==> config.mk <==
export PLATFORM = sky130hd
export DESIGN_NAME = stepper_step_dir_pulse_generator_unit_flat
export DESIGN_NICKNAME = d
export VERILOG_FILES = /design/src/hdl/stpg_pkg.sv /design/src/hdl/stpg_if.sv /design/src/hdl/stpg_div.sv /design/src/hdl/stpg_datapath.sv /design/src/hdl/stpg_ctrl.sv /design/src/hdl/stepper_step_dir_pulse_generator_unit.sv /design/src/flat_wrapper.sv
export SDC_FILE = /design/constraint.sdc
export NUM_CORES = 1
export LEC_CHECK = 0
export BUFFER_PORTS_ARGS = -buffer_cell sky130_fd_sc_hd__buf_2
export CORE_MARGIN = 2
export CORE_UTILIZATION = 65
export DETAILED_ROUTE_END_ITERATION = 12
export PLACE_DENSITY_LB_ADDON = 0.3
export SLEW_MARGIN = 10
export SYNTH_ARGS = -nofsm -noshare
export SYNTH_HDL_FRONTEND = slang
export SYNTH_HIERARCHICAL = 1
export SYNTH_SLANG_ARGS = --single-unit
==> constraint.sdc <==
create_clock -name clk_i -period 7.18 [get_ports clk_i]
set_input_delay 1.077 -clock clk_i [delete_from_list [all_inputs] [get_ports clk_i]]
set_output_delay 1.077 -clock clk_i [all_outputs]
set_load 0.005 [all_outputs]
==> src/hdl/stpg_pkg.sv <==
// Package for the step/direction pulse generator.
// Holds widths, command and register codes, and the controller types.
// Used by every module of the block but the checker; it depends on nothing.
`default_nettype none

package stpg_pkg;

  localparam int unsigned POS_W       = 8;
  localparam int unsigned STEPS_W     = POS_W + 1;
  localparam int unsigned PERIOD_W    = 16;
  localparam int unsigned DUTY_W      = 7;
  localparam int unsigned TICK_W      = 27;
  localparam int unsigned MINP_W      = 16;
  localparam int unsigned RATE_W      = 20;
  localparam int unsigned PROD_W      = PERIOD_W + DUTY_W;
  localparam int unsigned RECIP_W     = 24;
  localparam int unsigned RECIP_SHIFT = 30;
  localparam int unsigned SCALED_W    = PROD_W + RECIP_W;
  localparam int unsigned HQ_W        = SCALED_W - RECIP_SHIFT;
  localparam int unsigned CFG_IDX_W   = 2;
  localparam int unsigned CFG_DATA_W  = 32;
  localparam int unsigned DIV_CNT_W   = $clog2(TICK_W);

  localparam logic [DUTY_W-1:0]   DUTY_RESET    = DUTY_W'(50);
  localparam logic [TICK_W-1:0]   TICK_HZ_RESET = TICK_W'(1000000);
  localparam logic [MINP_W-1:0]   MINP_RESET    = MINP_W'(3);
  localparam logic [PERIOD_W-1:0] PERIOD_MIN    = PERIOD_W'(2);
  localparam logic [PERIOD_W-1:0] PERIOD_MAX    = {PERIOD_W{1'b1}};
  localparam logic [PERIOD_W-1:0] HIGH_RESET    = PERIOD_W'(1);

  // Reciprocal of 100 scaled by 2^30 and rounded up. The quotient is exact for
  // every product of a period and a duty value.
  localparam logic [RECIP_W-1:0]  RECIP_100     = RECIP_W'(10737419);

  typedef enum logic {
    CMD_TICK = 1'b0,
    CMD_MOVE = 1'b1
  } cmd_e;

  typedef enum logic [CFG_IDX_W-1:0] {
    CFG_DUTY      = 2'd0,
    CFG_TICK_HZ   = 2'd1,
    CFG_MIN_PULSE = 2'd2
  } cfg_idx_e;

  typedef enum logic [2:0] {
    ST_IDLE,
    ST_DIV_PERIOD,
    ST_MUL,
    ST_SCALE,
    ST_HIGH,
    ST_FINISH
  } state_e;

  typedef struct packed {
    logic accept;
    logic div_start;
    logic period_load;
    logic prod_load;
    logic scale_load;
    logic high_load;
    logic move_finish;
  } ctrl_cmd_t;

  typedef struct packed {
    logic active;
    logic div_done;
    logic move_req;
  } ctrl_stat_t;

endpackage

`default_nettype wire

==> src/hdl/stpg_if.sv <==
// Channel interfaces of the pulse generator: request, result and register write.
// Widths come from stpg_pkg.
`default_nettype none

interface stpg_req_if;
  logic                               valid;
  logic                               ready;
  logic                               command;
  logic [stpg_pkg::POS_W-1:0]         target_position;
  logic [stpg_pkg::RATE_W-1:0]        step_rate_hz;

  modport source (output valid, command, target_position, step_rate_hz, input ready);
  modport sink   (input valid, command, target_position, step_rate_hz, output ready);
endinterface

interface stpg_rsp_if;
  logic                               valid;
  logic                               ready;
  logic                               step_level;
  logic                               direction;
  logic                               enable;
  logic                               busy_res;
  logic [stpg_pkg::POS_W-1:0]         position;
  logic                               move_done;
  logic                               rejected;

  modport source (output valid, step_level, direction, enable, busy_res, position,
                  move_done, rejected, input ready);
  modport sink   (input valid, step_level, direction, enable, busy_res, position,
                  move_done, rejected, output ready);
endinterface

interface stpg_cfg_if;
  logic                               valid;
  logic                               ready;
  logic [stpg_pkg::CFG_IDX_W-1:0]     index;
  logic [stpg_pkg::CFG_DATA_W-1:0]    data;

  modport source (output valid, index, data, input ready);
  modport sink   (input valid, index, data, output ready);
endinterface

`default_nettype wire

==> src/hdl/stpg_div.sv <==
// Restoring divider, one quotient bit per cycle, used for the period
// calculation. Depends on stpg_pkg for its widths.
`default_nettype none

module stpg_div (
  input  wire logic                          clk_i,
  input  wire logic                          rst_ni,
  input  wire logic                          start_i,
  input  wire logic [stpg_pkg::TICK_W-1:0]   dividend_i,
  input  wire logic [stpg_pkg::RATE_W-1:0]   divisor_i,
  output logic                               done_o,
  output logic [stpg_pkg::TICK_W-1:0]        quotient_o
);

  logic [stpg_pkg::TICK_W-1:0]    quo_q;
  logic [stpg_pkg::RATE_W-1:0]    rem_q, rem_d;
  logic [stpg_pkg::RATE_W-1:0]    dvs_q;
  logic [stpg_pkg::DIV_CNT_W-1:0] cnt_q;
  logic                           busy_q, done_q;
  logic [stpg_pkg::RATE_W:0]      trial;
  logic                           ge;

  always_comb begin
    trial = {rem_q, quo_q[stpg_pkg::TICK_W-1]};
    ge    = trial >= {1'b0, dvs_q};
    rem_d = ge ? stpg_pkg::RATE_W'(trial - {1'b0, dvs_q}) : trial[stpg_pkg::RATE_W-1:0];
  end

  always_ff @(posedge clk_i or negedge rst_ni) begin
    if (!rst_ni) begin
      busy_q <= 1'b0;
      done_q <= 1'b0;
      cnt_q  <= '0;
    end else begin
      done_q <= busy_q && (cnt_q == stpg_pkg::DIV_CNT_W'(stpg_pkg::TICK_W - 1));
      if (start_i) begin
        busy_q <= 1'b1;
        cnt_q  <= '0;
      end else if (busy_q) begin
        cnt_q <= cnt_q + 1'b1;
        if (cnt_q == stpg_pkg::DIV_CNT_W'(stpg_pkg::TICK_W - 1)) begin
          busy_q <= 1'b0;
        end
      end
    end
  end

  always_ff @(posedge clk_i) begin
    if (start_i) begin
      quo_q <= dividend_i;
      rem_q <= '0;
      dvs_q <= divisor_i;
    end else if (busy_q) begin
      rem_q <= rem_d;
      quo_q <= {quo_q[stpg_pkg::TICK_W-2:0], ge};
    end
  end

  assign done_o     = done_q;
  assign quotient_o = quo_q;

endmodule

`default_nettype wire

==> src/hdl/stpg_datapath.sv <==
// Datapath: configuration registers, move state, pulse timing and result fields.
// Depends on stpg_pkg, stpg_if and stpg_div; sequenced by stpg_ctrl.
`default_nettype none

module stpg_datapath (
  input  wire logic                 clk_i,
  input  wire logic                 rst_ni,
  input  stpg_pkg::ctrl_cmd_t       cmd_i,
  output stpg_pkg::ctrl_stat_t      stat_o,
  stpg_req_if.sink                  req_i,
  stpg_cfg_if.sink                  cfg_i,
  output logic                      step_level_o,
  output logic                      direction_o,
  output logic                      active_o,
  output logic [stpg_pkg::POS_W-1:0] position_o,
  output logic                      move_done_o,
  output logic                      rejected_o
);

  logic [stpg_pkg::DUTY_W-1:0]     duty_q;
  logic [stpg_pkg::TICK_W-1:0]     tick_hz_q;
  logic [stpg_pkg::MINP_W-1:0]     minp_q;

  logic [stpg_pkg::POS_W-1:0]      pos_q, target_q;
  logic [stpg_pkg::STEPS_W-1:0]    steps_q, steps_dec;
  logic [stpg_pkg::PERIOD_W-1:0]   period_q, high_q, phase_q;
  logic                            dir_q, active_q;
  logic [stpg_pkg::PROD_W-1:0]     prod_q;
  logic [stpg_pkg::HQ_W-1:0]       hquo_q;
  logic                            level_q, done_q, rej_q;

  logic [stpg_pkg::TICK_W-1:0]     div_dividend, quotient;
  logic [stpg_pkg::RATE_W-1:0]     div_divisor;
  logic                            div_done;
  logic [stpg_pkg::SCALED_W-1:0]   scaled;
  logic [stpg_pkg::PERIOD_W-1:0]   period_d, high_d;
  logic [stpg_pkg::HQ_W-1:0]       high_min;
  logic [stpg_pkg::PERIOD_W:0]     phase_inc;
  logic                            wrap, last, is_move;

  assign cfg_i.ready = 1'b1;
  assign req_i.ready = 1'b0 | cmd_i.accept;
  assign is_move     = req_i.command == stpg_pkg::CMD_MOVE;

  always_ff @(posedge clk_i or negedge rst_ni) begin
    if (!rst_ni) begin
      duty_q    <= stpg_pkg::DUTY_RESET;
      tick_hz_q <= stpg_pkg::TICK_HZ_RESET;
      minp_q    <= stpg_pkg::MINP_RESET;
    end else if (cfg_i.valid) begin
      unique case (cfg_i.index)
        stpg_pkg::CFG_DUTY:      duty_q    <= cfg_i.data[stpg_pkg::DUTY_W-1:0];
        stpg_pkg::CFG_TICK_HZ:   tick_hz_q <= cfg_i.data[stpg_pkg::TICK_W-1:0];
        stpg_pkg::CFG_MIN_PULSE: minp_q    <= cfg_i.data[stpg_pkg::MINP_W-1:0];
        default: ;
      endcase
    end
  end

  always_comb begin
    div_dividend = tick_hz_q;
    div_divisor  = (req_i.step_rate_hz == '0) ? stpg_pkg::RATE_W'(1) : req_i.step_rate_hz;
  end

  stpg_div u_div (
    .clk_i      (clk_i),
    .rst_ni     (rst_ni),
    .start_i    (cmd_i.div_start),
    .dividend_i (div_dividend),
    .divisor_i  (div_divisor),
    .done_o     (div_done),
    .quotient_o (quotient)
  );

  assign scaled = stpg_pkg::SCALED_W'(prod_q) * stpg_pkg::SCALED_W'(stpg_pkg::RECIP_100);

  always_comb begin
    if (quotient < stpg_pkg::TICK_W'(stpg_pkg::PERIOD_MIN)) begin
      period_d = stpg_pkg::PERIOD_MIN;
    end else if (quotient > stpg_pkg::TICK_W'(stpg_pkg::PERIOD_MAX)) begin
      period_d = stpg_pkg::PERIOD_MAX;
    end else begin
      period_d = quotient[stpg_pkg::PERIOD_W-1:0];
    end
    high_min = (hquo_q < stpg_pkg::HQ_W'(minp_q)) ? stpg_pkg::HQ_W'(minp_q) : hquo_q;
    if (high_min >= stpg_pkg::HQ_W'(period_q)) begin
      high_d = period_q - 1'b1;
    end else begin
      high_d = high_min[stpg_pkg::PERIOD_W-1:0];
    end
  end

  always_comb begin
    phase_inc = {1'b0, phase_q} + 1'b1;
    wrap      = phase_inc >= {1'b0, period_q};
    steps_dec = (steps_q != '0) ? steps_q - 1'b1 : steps_q;
    last      = wrap && (steps_dec == '0);
  end

  always_ff @(posedge clk_i or negedge rst_ni) begin
    if (!rst_ni) begin
      pos_q    <= '0;
      target_q <= '0;
      steps_q  <= '0;
      period_q <= stpg_pkg::PERIOD_MIN;
      high_q   <= stpg_pkg::HIGH_RESET;
      phase_q  <= '0;
      dir_q    <= 1'b1;
      active_q <= 1'b0;
      level_q  <= 1'b0;
      done_q   <= 1'b0;
      rej_q    <= 1'b0;
    end else begin
      if (cmd_i.accept) begin
        level_q <= 1'b0;
        done_q  <= 1'b0;
        rej_q   <= 1'b0;
        if (is_move) begin
          if (active_q) begin
            rej_q <= 1'b1;
          end else begin
            target_q <= req_i.target_position;
            if (req_i.target_position >= pos_q) begin
              dir_q   <= 1'b1;
              steps_q <= stpg_pkg::STEPS_W'(req_i.target_position - pos_q);
            end else begin
              dir_q   <= 1'b0;
              steps_q <= stpg_pkg::STEPS_W'(pos_q - req_i.target_position);
            end
          end
        end else if (active_q) begin
          level_q <= phase_q < high_q;
          if (wrap) begin
            phase_q <= '0;
            steps_q <= steps_dec;
            if (last) begin
              active_q <= 1'b0;
              pos_q    <= target_q;
              done_q   <= 1'b1;
            end
          end else begin
            phase_q <= phase_inc[stpg_pkg::PERIOD_W-1:0];
          end
        end
      end
      if (cmd_i.period_load) begin
        period_q <= period_d;
      end
      if (cmd_i.high_load) begin
        high_q <= high_d;
      end
      if (cmd_i.move_finish) begin
        phase_q <= '0;
        level_q <= 1'b0;
        rej_q   <= 1'b0;
        if (steps_q == '0) begin
          done_q <= 1'b1;
          pos_q  <= target_q;
        end else begin
          done_q   <= 1'b0;
          active_q <= 1'b1;
        end
      end
    end
  end

  always_ff @(posedge clk_i) begin
    if (cmd_i.prod_load) begin
      prod_q <= stpg_pkg::PROD_W'(period_q) * stpg_pkg::PROD_W'(duty_q);
    end
    if (cmd_i.scale_load) begin
      hquo_q <= scaled[stpg_pkg::SCALED_W-1:stpg_pkg::RECIP_SHIFT];
    end
  end

  assign stat_o.active   = active_q;
  assign stat_o.div_done = div_done;
  assign stat_o.move_req = is_move;

  assign step_level_o = level_q;
  assign direction_o  = dir_q;
  assign active_o     = active_q;
  assign position_o   = pos_q;
  assign move_done_o  = done_q;
  assign rejected_o   = rej_q;

endmodule

`default_nettype wire

==> src/hdl/stpg_ctrl.sv <==
// Controller: accepts requests, sequences the period and high time
// calculations, and owns the result valid flag. Depends on stpg_pkg.
`default_nettype none

module stpg_ctrl (
  input  wire logic                 clk_i,
  input  wire logic                 rst_ni,
  input  wire logic                 req_valid_i,
  input  wire logic                 rsp_ready_i,
  input  stpg_pkg::ctrl_stat_t      stat_i,
  output stpg_pkg::ctrl_cmd_t       cmd_o,
  output logic                      rsp_valid_o
);

  stpg_pkg::state_e state_q, state_d;
  logic             out_valid_q, out_valid_d;
  logic             out_free;

  always_ff @(posedge clk_i or negedge rst_ni) begin
    if (!rst_ni) begin
      state_q     <= stpg_pkg::ST_IDLE;
      out_valid_q <= 1'b0;
    end else begin
      state_q     <= state_d;
      out_valid_q <= out_valid_d;
    end
  end

  always_comb begin
    out_free    = !out_valid_q || rsp_ready_i;
    state_d     = state_q;
    out_valid_d = out_valid_q && !rsp_ready_i;
    cmd_o       = '0;
    unique case (state_q)
      stpg_pkg::ST_IDLE: begin
        if (req_valid_i && out_free) begin
          cmd_o.accept = 1'b1;
          if (stat_i.move_req && !stat_i.active) begin
            cmd_o.div_start = 1'b1;
            state_d         = stpg_pkg::ST_DIV_PERIOD;
          end else begin
            out_valid_d = 1'b1;
          end
        end
      end
      stpg_pkg::ST_DIV_PERIOD: begin
        if (stat_i.div_done) begin
          cmd_o.period_load = 1'b1;
          state_d           = stpg_pkg::ST_MUL;
        end
      end
      stpg_pkg::ST_MUL: begin
        cmd_o.prod_load = 1'b1;
        state_d         = stpg_pkg::ST_SCALE;
      end
      stpg_pkg::ST_SCALE: begin
        cmd_o.scale_load = 1'b1;
        state_d          = stpg_pkg::ST_HIGH;
      end
      stpg_pkg::ST_HIGH: begin
        cmd_o.high_load = 1'b1;
        state_d         = stpg_pkg::ST_FINISH;
      end
      stpg_pkg::ST_FINISH: begin
        if (out_free) begin
          cmd_o.move_finish = 1'b1;
          out_valid_d       = 1'b1;
          state_d           = stpg_pkg::ST_IDLE;
        end
      end
      default: begin
        state_d = stpg_pkg::ST_IDLE;
      end
    endcase
  end

  assign rsp_valid_o = out_valid_q;

endmodule

`default_nettype wire

==> src/hdl/stepper_step_dir_pulse_generator_unit.sv <==
// Tick and rejected move requests: result registered in the cycle after the request is
// accepted, one request per cycle while results are taken. An accepted move first runs
// the period divider; the controller then loads the period, multiplies, scales, clamps
// and finishes in ST_DIV_PERIOD, ST_MUL, ST_SCALE, ST_HIGH and ST_FINISH.
// Reset restores register defaults (duty 50, tick rate 1000000, minimum pulse 3),
// position 0, direction forward, no move running and no result pending.
`default_nettype none

module stepper_step_dir_pulse_generator_unit (
  input  wire logic  clk_i,
  input  wire logic  rst_ni,
  stpg_req_if.sink   req_i,
  stpg_rsp_if.source rsp_o,
  stpg_cfg_if.sink   cfg_i
);

  stpg_pkg::ctrl_cmd_t  cmd;
  stpg_pkg::ctrl_stat_t stat;
  logic                 active;

  stpg_ctrl u_ctrl (
    .clk_i       (clk_i),
    .rst_ni      (rst_ni),
    .req_valid_i (req_i.valid),
    .rsp_ready_i (rsp_o.ready),
    .stat_i      (stat),
    .cmd_o       (cmd),
    .rsp_valid_o (rsp_o.valid)
  );

  stpg_datapath u_datapath (
    .clk_i        (clk_i),
    .rst_ni       (rst_ni),
    .cmd_i        (cmd),
    .stat_o       (stat),
    .req_i        (req_i),
    .cfg_i        (cfg_i),
    .step_level_o (rsp_o.step_level),
    .direction_o  (rsp_o.direction),
    .active_o     (active),
    .position_o   (rsp_o.position),
    .move_done_o  (rsp_o.move_done),
    .rejected_o   (rsp_o.rejected)
  );

  assign rsp_o.enable   = active;
  assign rsp_o.busy_res = active;

endmodule

`default_nettype wire

==> src/flat_wrapper.sv <==
// flat-port wrapper written by rule: the top's interface ports become plain ports
module stepper_step_dir_pulse_generator_unit_flat 
  (clk_i, rst_ni, req_i_valid, req_i_command, req_i_target_position, req_i_step_rate_hz, req_i_ready, rsp_o_valid, rsp_o_step_level, rsp_o_direction, rsp_o_enable, rsp_o_busy_res, rsp_o_position, rsp_o_move_done, rsp_o_rejected, rsp_o_ready, cfg_i_valid, cfg_i_index, cfg_i_data, cfg_i_ready);
  stpg_req_if req_i_i ();
  stpg_rsp_if rsp_o_i ();
  stpg_cfg_if cfg_i_i ();
  input  wire logic clk_i;
  input  wire logic rst_ni;
  input wire logic [$bits(req_i_i.valid)-1:0] req_i_valid;
  input wire logic [$bits(req_i_i.command)-1:0] req_i_command;
  input wire logic [$bits(req_i_i.target_position)-1:0] req_i_target_position;
  input wire logic [$bits(req_i_i.step_rate_hz)-1:0] req_i_step_rate_hz;
  output wire logic [$bits(req_i_i.ready)-1:0] req_i_ready;
  output wire logic [$bits(rsp_o_i.valid)-1:0] rsp_o_valid;
  output wire logic [$bits(rsp_o_i.step_level)-1:0] rsp_o_step_level;
  output wire logic [$bits(rsp_o_i.direction)-1:0] rsp_o_direction;
  output wire logic [$bits(rsp_o_i.enable)-1:0] rsp_o_enable;
  output wire logic [$bits(rsp_o_i.busy_res)-1:0] rsp_o_busy_res;
  output wire logic [$bits(rsp_o_i.position)-1:0] rsp_o_position;
  output wire logic [$bits(rsp_o_i.move_done)-1:0] rsp_o_move_done;
  output wire logic [$bits(rsp_o_i.rejected)-1:0] rsp_o_rejected;
  input wire logic [$bits(rsp_o_i.ready)-1:0] rsp_o_ready;
  input wire logic [$bits(cfg_i_i.valid)-1:0] cfg_i_valid;
  input wire logic [$bits(cfg_i_i.index)-1:0] cfg_i_index;
  input wire logic [$bits(cfg_i_i.data)-1:0] cfg_i_data;
  output wire logic [$bits(cfg_i_i.ready)-1:0] cfg_i_ready;
  assign req_i_i.valid = req_i_valid;
  assign req_i_i.command = req_i_command;
  assign req_i_i.target_position = req_i_target_position;
  assign req_i_i.step_rate_hz = req_i_step_rate_hz;
  assign req_i_ready = req_i_i.ready;
  assign rsp_o_valid = rsp_o_i.valid;
  assign rsp_o_step_level = rsp_o_i.step_level;
  assign rsp_o_direction = rsp_o_i.direction;
  assign rsp_o_enable = rsp_o_i.enable;
  assign rsp_o_busy_res = rsp_o_i.busy_res;
  assign rsp_o_position = rsp_o_i.position;
  assign rsp_o_move_done = rsp_o_i.move_done;
  assign rsp_o_rejected = rsp_o_i.rejected;
  assign rsp_o_i.ready = rsp_o_ready;
  assign cfg_i_i.valid = cfg_i_valid;
  assign cfg_i_i.index = cfg_i_index;
  assign cfg_i_i.data = cfg_i_data;
  assign cfg_i_ready = cfg_i_i.ready;
  stepper_step_dir_pulse_generator_unit u_core (.clk_i(clk_i), .rst_ni(rst_ni), .req_i(req_i_i), .rsp_o(rsp_o_i), .cfg_i(cfg_i_i));
endmodule
# == Yosys cells after proc, flatten, opt, wreduce, memory -nomap -nowiden ==
# Index checks and enable logic that the tools add are counted.
# word_totals
register_bits,246
inputBits,68
word_cells,155
output_inout_bits,17
# classes
n_lt_le_gt_ge,8
mux,72
n_eq_ne,14
reduce_logical,27
add_sub_neg,7
n_mul,2
bitwise,1
# op_table
op,count
$mux W16,8
$mux W8,7
$mux W27,2
$mux W9,6
$mul A23 B24 Y47 const B,1
$mux W1,37
$ge A17 B16 Y1,2
$gt A27 B16 Y1 const B,1
$lt A27 B2 Y1 const B,1
$mul A16 B7 Y23,1
$ge A21 B20 Y1,1
$logic_not A20 Y1,1
$mux W20,1
$sub A20 B20 Y20,1
$logic_not A9 Y1,2
$pmux W3 S6,1
$sub A8 B8 Y9,2
$add A16 B1 Y17 const B,1
$lt A17 B16 Y1,1
$mux W17,1
$lt A16 B16 Y1,1
$sub A16 B1 Y16 const B,1
$mux W3,4
$mux W5,2
24 further kinds,45

# == Depth between registers and ports, before layout ==
# Gate-level depths: netlist (run 1).
# logic_depth
depth_word,11
ltp_mapped,25

# == Cells and area by module ==
# The synthesis (run 1) kept the hierarchy.
# modules_own_cells
mod,n_inst,area_each_um2,cells_per_inst
stpg_datapath,1,22215.1,2253
stpg_div,1,4120.2,378
stpg_ctrl,1,291.5,33
stepper_step_dir_pulse_generator_unit,1,7.5,1

# == Worst setup path before layout (run 1) ==
# OpenSTA, ideal clock, no wires.
# synth_timing
path_type,reg-to-reg
start,register u_core/u_datapath/prod_q[6] in the netlist's numbering
end,register u_core/u_datapath/hquo_q[16] in the netlist's numbering (data pin)
setup_time_ns,0.260
required_time_ns,6.920
slack_ns,0.659
path_stages_with_launch,24
arrival_ns,6.261
synth_period_minus_slack_ns,6.521
cell_sequence,edfxtp_1 -> inv_1 -> fa_1 -> inv_1 -> fa_1 -> inv_1 -> fa_1 -> fa_1 -> inv_1 -> fa_1 -> fa_1 -> inv_1 -> fa_1 -> inv_1 -> ha_1 -> a21o_1 -> o21bai_1 -> a31oi_1 -> nand3_1 -> a211oi_2 -> o31ai_1 -> or4_1 -> a31oi_1 -> xnor2_1
# synth_via
elab_chain_len,1
# synth_rtl
item,line,rtl
from (decl),stpg_datapath.sv:28,logic [stpg_pkg::PROD_W-1:0] prod_q;
from (signal assigned),stpg_datapath.sv:169,prod_q <= stpg_pkg::PROD_W'(period_q) * stpg_pkg::PROD_W'(duty_q);
$mul A23 B24 Y47,stpg_datapath.sv:75,assign scaled = stpg_pkg::SCALED_W'(prod_q) * stpg_pkg::SCALED_W'(stpg_pkg::RECIP_100);
"net u_core.u_datapath.scaled, one bit",stpg_datapath.sv:35,logic [stpg_pkg::SCALED_W-1:0] scaled;
to (signal assigned),stpg_datapath.sv:172,hquo_q <= scaled[stpg_pkg::SCALED_W-1:stpg_pkg::RECIP_SHIFT];
to (decl),stpg_datapath.sv:29,logic [stpg_pkg::HQ_W-1:0] hquo_q;
# The timed path passes the listed nets, and every way through them passes these cells.
# A chain may end at the register's enable or synchronous reset.

# == Final worst setup path (run 1) ==
# layout_timing
start,register u_core/u_datapath/prod_q[5] in the netlist's numbering
end,register u_core/u_datapath/hquo_q[16] in the netlist's numbering (data pin)
# The elaborated chain is that of the path after synthesis.

==> impl_metrics.yaml, run 1 <==
run_status:
  status: "complete, no violations"
clocking:
  clkTransAtPathRegs_ns: 0.06
  cts_sinks: 246
  root_buffer: "clkbuf_16"
  cts_tree: "done"
  hold_buffers: 0
  htree_levels: 1
  cts_buffers: 27
  clock_path_buffers: 3
  clock_latency_ns: 0.58
place:
  hpwlAfterDp_um: 50300
  post_dp_cell_area_um2: 27500
  io_buffers: 78
  pre_cts_ws_ns: 0.193
  place_congestion: 1.01
timing:
  maxSlewHeadroom_pct: 16.0
  worst_pin_slew_ns: 1.26
  finClkSkew_ns: 0.0135
  setup_tns_ns: 0
  finalHoldViolations: 0
  fmax_mhz: 144
  setup_viol: 0
  report.final.slew_viol_count: 0
  fin_ws_ns: 0.251
  period_minus_slack_ns: 6.93
  finalCritPeriodShare_pct: 96.5
  rsz0062_at_grt: "false"
final_layout:
  antennaDiodeCount: 0
  fin_area_um2: 28500
  fin_util_pct: 70.1
  finalNetCount: 3424
  multi_input_comb_area_um2: 17900
  area_growth_pct: 6.99
  drive_gt1_share_pct: 11.7
  fill_cells: 3029
  seqCellArea_um2: 6510
synthesis:
  ys.flop_type: "dfrtp_1"
  async_flop_share_pct: 56.5
  synth.distinct_cells: 89
  avgSynthCellArea_um2: 9.99
  synth_edf_count: 87
  ys_seq_elements: 246
  seq_area_frac_synth_pct: 24.4
  yosys_warnings: 6
  syn_inst: 2665
  synth_fp_nets: 3387
  syn_area_um2: 26600
drt:
  drt_iter0_drc: 1483
  vias: 19200
  route.detailed.wl_per_inst_um: 19.1
  dr.pass1.iters: 5
  drc: 0
  via_per_inst: 5.91
  route.final.wire_length_um: 62200
  drtAntennaViolNets: 0
power:
  p_leak_nw: 14.4
  p_per_area_nw_per_um2: 398
  irDropWorstVdd_mv: 0.329
  finalPower_mw: 11.3
setup_path:
  critical-path-top-delay-family: "adder cells"
  worst_path_most_repeated_cell: "fa_1"
  reg2reg_depth: 22
  worstSetupStartpointType: "flop"
  end_kind: "flop"
  cpMaxStageDelayCell: "fa_1"
  crit_fanout: 5
  crit_chain: "fa_1 > inv_1 > fa_1 > inv_1 > fa_1 > fa_1 > inv_1 > fa_1 > fa_1 > inv_1 > fa_1 > inv_1 > ha_1 > a21o_1 > o21bai_1 > a31oi_1 > nand3_2 > a211oi_4 > o31ai_2 > or4_1 > a31oi_1 > xnor2_1"
  crit_path_max_incr_delay_ns: 0.55
  worst_r2r_endpoint: "u_core/u_datapath/hquo_q[16]"
  cp.required_ns: 7.49
  r2r_setup_slack_ns: 0.25
  rr_startpoint: "u_core/u_datapath/prod_q[5]"
  crit_buf_inv: 5
  path_class: "reg -> reg"
  crit_arrival_ns: 7.24
global_routing:
  grt_overflow: 0
  antenna_found_initial: 0
  grt_pass1_vias: 19600
  grt_pass1_wl_um: 102000
  grt_max_degree: 80
  grt_usage_pct: 30.6
die:
  core_area_um2: 40600
  die_w_um: 206
  fp-row-count: 74
  dieArea_um2: 42600
  ioPinCount: 85
  die_height_um: 206
  start_util_pct: 65.5
job:
  cap_violations: 0
worst_hold_path:
  hold_class: "in -> async"
==> metal layers <==
layer / part of all wire [%] / vias up / track usage [%]
li1: - / 8986 / -
met1: 42 / 9447 / 41.8
met2: 48 / 661 / 50.9
met3: 6.5 / 134 / 4.05
met4: 3.3 / 0 / 9.36
met5: 0 / - / 0
==> cell usage in the layout, fill, tap and decap left out, types with 63 or more instances in the layout <==
cell type  instances
a21oi_1           91
buf_2             77
dfrtp_1          124
edfxtp_1          87
fa_1             267
ha_1             387
inv_1            499
mux2_2            92
nand2_1          183
nor2_1            84
o21ai_0          113
xnor2_1           63
==> report_power, final <==
group	internal [mW]	switching, mW
Sequential	2.07	0.450
Clock	0.903	0.615
Combinational	3.11	4.19
==> worst max path at each step <==
stage | end | start | slack, ns | cells after the start
2_1_floorplan | u_core/u_datapath/hquo_q[16] | u_core/u_datapath/prod_q[6] | 0.66 | 23
3_3_place_gp | u_core/u_datapath/hquo_q[16] | u_core/u_datapath/prod_q[22] | 0.25 | 20
3_5_place_dp | u_core/u_datapath/hquo_q[7] | u_core/u_datapath/prod_q[2] | 0.19 | 20
4_1_cts | u_core/u_datapath/hquo_q[16] | u_core/u_datapath/prod_q[22] | 0.14 | 20
5_1_grt | u_core/u_datapath/hquo_q[16] | u_core/u_datapath/prod_q[5] | 0.003 | 22
6_report | u_core/u_datapath/hquo_q[16] | u_core/u_datapath/prod_q[5] | 0.25 | 22
==> area by class of cell <==
| type | count | area share [%] |
|---|---|---|
| multi-input cells | 1822 | 62.7 |
| inverters | 499 | 6.57 |
| well taps | 532 | 2.34 |
| clock inverters | 21 | 0.984 |
| repair buffers | 106 | 2.13 |
| clock buffers | 29 | 2.47 |
| flip-flops and latches | 246 | 22.8 |
==> sequential cells by signal, indices dropped and copies added, names as in the netlist, 9 cells and up <==
signal / cells
u_core/u_datapath/minp_q: 16
u_core/u_datapath/hquo_q: 17
u_core/u_datapath/div_dividend: 27
u_core/u_datapath/prod_q: 23
u_core/u_datapath/u_div/dvs_q: 20
u_core/u_datapath/period_q: 16
u_core/u_datapath/u_div/quotient_o: 27
u_core/u_datapath/u_div/rem_q: 20
u_core/u_datapath/high_q: 16
u_core/u_datapath/steps_q: 9
u_core/u_datapath/phase_q: 16
==> through the flow <==
step	std cells	hold slack, ns
after floorplan	2665	0.444
after global placement	3203	0.458
after detailed placement	3203	0.468
after CTS	3253	0.482
after global routing	3255	0.502
final	3255	0.464
==> logic make-up (layout without fill, tap and decap cells) <==
family	after synthesis	after routing	synth area share (%)
simple gates	539	539	10.1
mux	117	117	5.02
buf+inv	597	655	8.72
compound gates	420	420	10.4
flops	246	246	24.4
xor+xnor	91	91	2.99
other cells	1	1	0.0141
fa+ha+maj	654	654	38.2
==> cell usage after synthesis, types with 63 or more instances <==
cell type / instances / area (um2)
nand2_1: 183 / 687
o21ai_0: 113 / 566
edfxtp_1: 87 / 2610
ha_1: 387 / 4840
inv_1: 499 / 1870
nor2_1: 85 / 319
xnor2_1: 63 / 552
clkbuf_1: 69 / 259
a21oi_1: 91 / 455
fa_1: 267 / 5350
dfrtp_1: 124 / 3100
mux2_2: 92 / 1040
==> what timing repair did <==
action / CTS / global route
setup buffers: 0 / 2
resized for setup: 0 / 5
endpoints found under the setup margin: 0 / 3
No activity file was read; power rests on OpenSTA's default activity.
==> run 2, diff against run 1 <==
==> constraint.sdc (replaced) <==
create_clock -name clk_i -period 7.1 [get_ports clk_i]
set_input_delay 1.065 -clock clk_i [delete_from_list [all_inputs] [get_ports clk_i]]
set_output_delay 1.065 -clock clk_i [all_outputs]
set_load 0.005 [all_outputs]
==> run 2 against run 1 <==
Against the previous run: hold slack worse by 0.018 ns; final cell count grew 0.15%; critical path depth fell by 1; setup slack got worse by 0.063 ns; clock skew is 0.0096 ns higher; via count grew 0.67%; critical path type unchanged; largest cell class unchanged; largest power group unchanged; highest routed layer unchanged.
==> impl_metrics.yaml, run 2 (synthesis gave the netlist of run 1 again) <==
final_layout:
  fin_area_um2: 28500
  finalNetCount: 3429
  final_cell_mix: "inv_1, ha_1, fa_1"
  antennaDiodeCount: 0
  area_growth_pct: 7.07
  final_common_cell: "inv_1"
  final_cells: 3260
  drive_gt1_share_pct: 12.0
drt:
  route.final.wire_length_um: 63400
  drtAntennaViolNets: 0
  route.detailed.wl_per_inst_um: 19.4
  drc: 0
  vias: 19400
  drt_iter0_drc: 1220
  dr.pass1.iters: 5
  via_per_inst: 5.94
clocking:
  cts_sinks: 246
  clkTransAtPathRegs_ns: 0.07
  cts_tree: "done"
  htree_levels: 1
  root_buffer: "clkbuf_16"
  clock_latency_ns: 0.58
  clock_path_buffers: 3
  cts_buffers: 27
timing:
  worst_pin_slew_ns: 1.22
  fin_ws_ns: 0.188
  maxSlewHeadroom_pct: 18.7
  period_minus_slack_ns: 6.91
  finalHoldViolations: 0
  fmax_mhz: 145
  report.final.slew_viol_count: 0
  setup_viol: 0
  finClkSkew_ns: 0.0231
  rsz0062_at_grt: "true"
  finalCritPeriodShare_pct: 97.4
die:
  dieArea_um2: 42600
  die_height_um: 206
  ioPinCount: 85
  fp-row-count: 74
  die_w_um: 206
  core_area_um2: 40600
  start_util_pct: 65.5
power:
  irDropWorstVdd_mv: 0.333
  p_leak_nw: 14.4
  p_per_area_nw_per_um2: 403
setup_path:
  end_kind: "flop"
  crit_arrival_ns: 7.22
  cp.required_ns: 7.41
  crit_fanout: 5
  worstSetupStartpointType: "flop"
  path_class: "reg -> reg"
place:
  dp.cells: 3204
  place_congestion: 0.981
  pre_cts_ws_ns: 0.122
  hpwlAfterDp_um: 50900
  post_dp_cell_area_um2: 27500
  io_buffers: 78
global_routing:
  grt_util_met2_pct: 51.8
  antenna_found_initial: 0
  grt_use_met1_pct: 41.8
  grt_pass1_vias: 20200
  grt_pass1_wl_um: 104000
  top_usage_layer: "met2"
  grt_overflow: 0
  grt_usage_pct: 31.1
  grtUsageMet3_pct: 3.53
  grt_max_degree: 85
job:
  cap_violations: 0
run_status:
  status: "complete, no violations"
worst_hold_path:
  hold_class: "in -> async"
run 2: cell type report:
class	instances	area, um2
Fill cell	3041	12100
Clock inverter	18	272
Timing Repair Buffer	111	644
Sequential cell	246	6510
Clock buffer	32	694
Multi-Input combinational cell	1822	17900
Tap cell	532	666
Inverter	499	1870
run 2: routing by layer:
metal / vias to the layer above / part of all wire, %
li1: 8984 / -
met1: 9587 / 42
met2: 638 / 48
met3: 148 / 5.9
met4: 0 / 4.0
met5: - / 0
run 2: through the flow:
stage / utilization (%) / power (mW) / setup TNS (ns) / hold WS [ns]
3_5_place_dp: 67.6 / 9.72 / 0 / 0.466
2_1_floorplan: - / 8.00 / 0 / 0.444
3_3_place_gp: 67.6 / 9.41 / 0 / 0.458
5_1_grt: 70.2 / 12.5 / -0.0624 / 0.479
6_report: 70.2 / 11.5 / 0 / 0.446
4_1_cts: 70.0 / 11.4 / 0 / 0.443
run 2: path summary, 6_finish.rpt:
kind                                               startpoint                                end  slack (ns)  cells past startpoint
worst max-delay path              u_core/u_datapath/prod_q[8]       u_core/u_datapath/hquo_q[16]        0.19                     21
worst min-delay path                                   rst_ni       u_core/u_datapath/phase_q[0]        0.45                      1
worst max register to register    u_core/u_datapath/prod_q[8]       u_core/u_datapath/hquo_q[16]        0.19                     21
worst min register to register  u_core/u_datapath/target_q[5]      u_core/u_datapath/target_q[5]        0.48                      2
max in group asynchronous                              rst_ni  u_core/u_datapath/div_dividend[8]        5.19                      2
min in group clk_i              u_core/u_datapath/target_q[5]      u_core/u_datapath/target_q[5]        0.48                      2
run 2: power by group:
part,switching (mW),leakage [nW],internal (mW),total (mW)
registers,0.460,2.71,2.10,2.56
clock network,0.611,0.470,0.926,1.54
logic,4.25,11.2,3.16,7.41
total,5.32,14.4,6.19,11.5
run 2: timing repair:
item                       4_1_cts  5_1_grt
setup endpoints to repair        0        5
resized for setup                0        7
setup buffers                    0        6
hold buffers                     0        0
run 2: critical path, cell delays in order (launching register included):
cell and delay (ns):
edfxtp_1 0.49, buf_4 0.21, fa_1 0.63, inv_1 0.08
fa_1 0.49, inv_1 0.04, ha_1 0.29, fa_1 0.52
fa_1 0.55, fa_1 0.56, inv_1 0.06, fa_1 0.53
inv_1 0.04, ha_1 0.35, and3_1 0.22, a31oi_1 0.21
nand3_2 0.17, a211oi_4 0.30, o31ai_2 0.14, or4_1 0.44
a31oi_1 0.19, xnor2_1 0.11
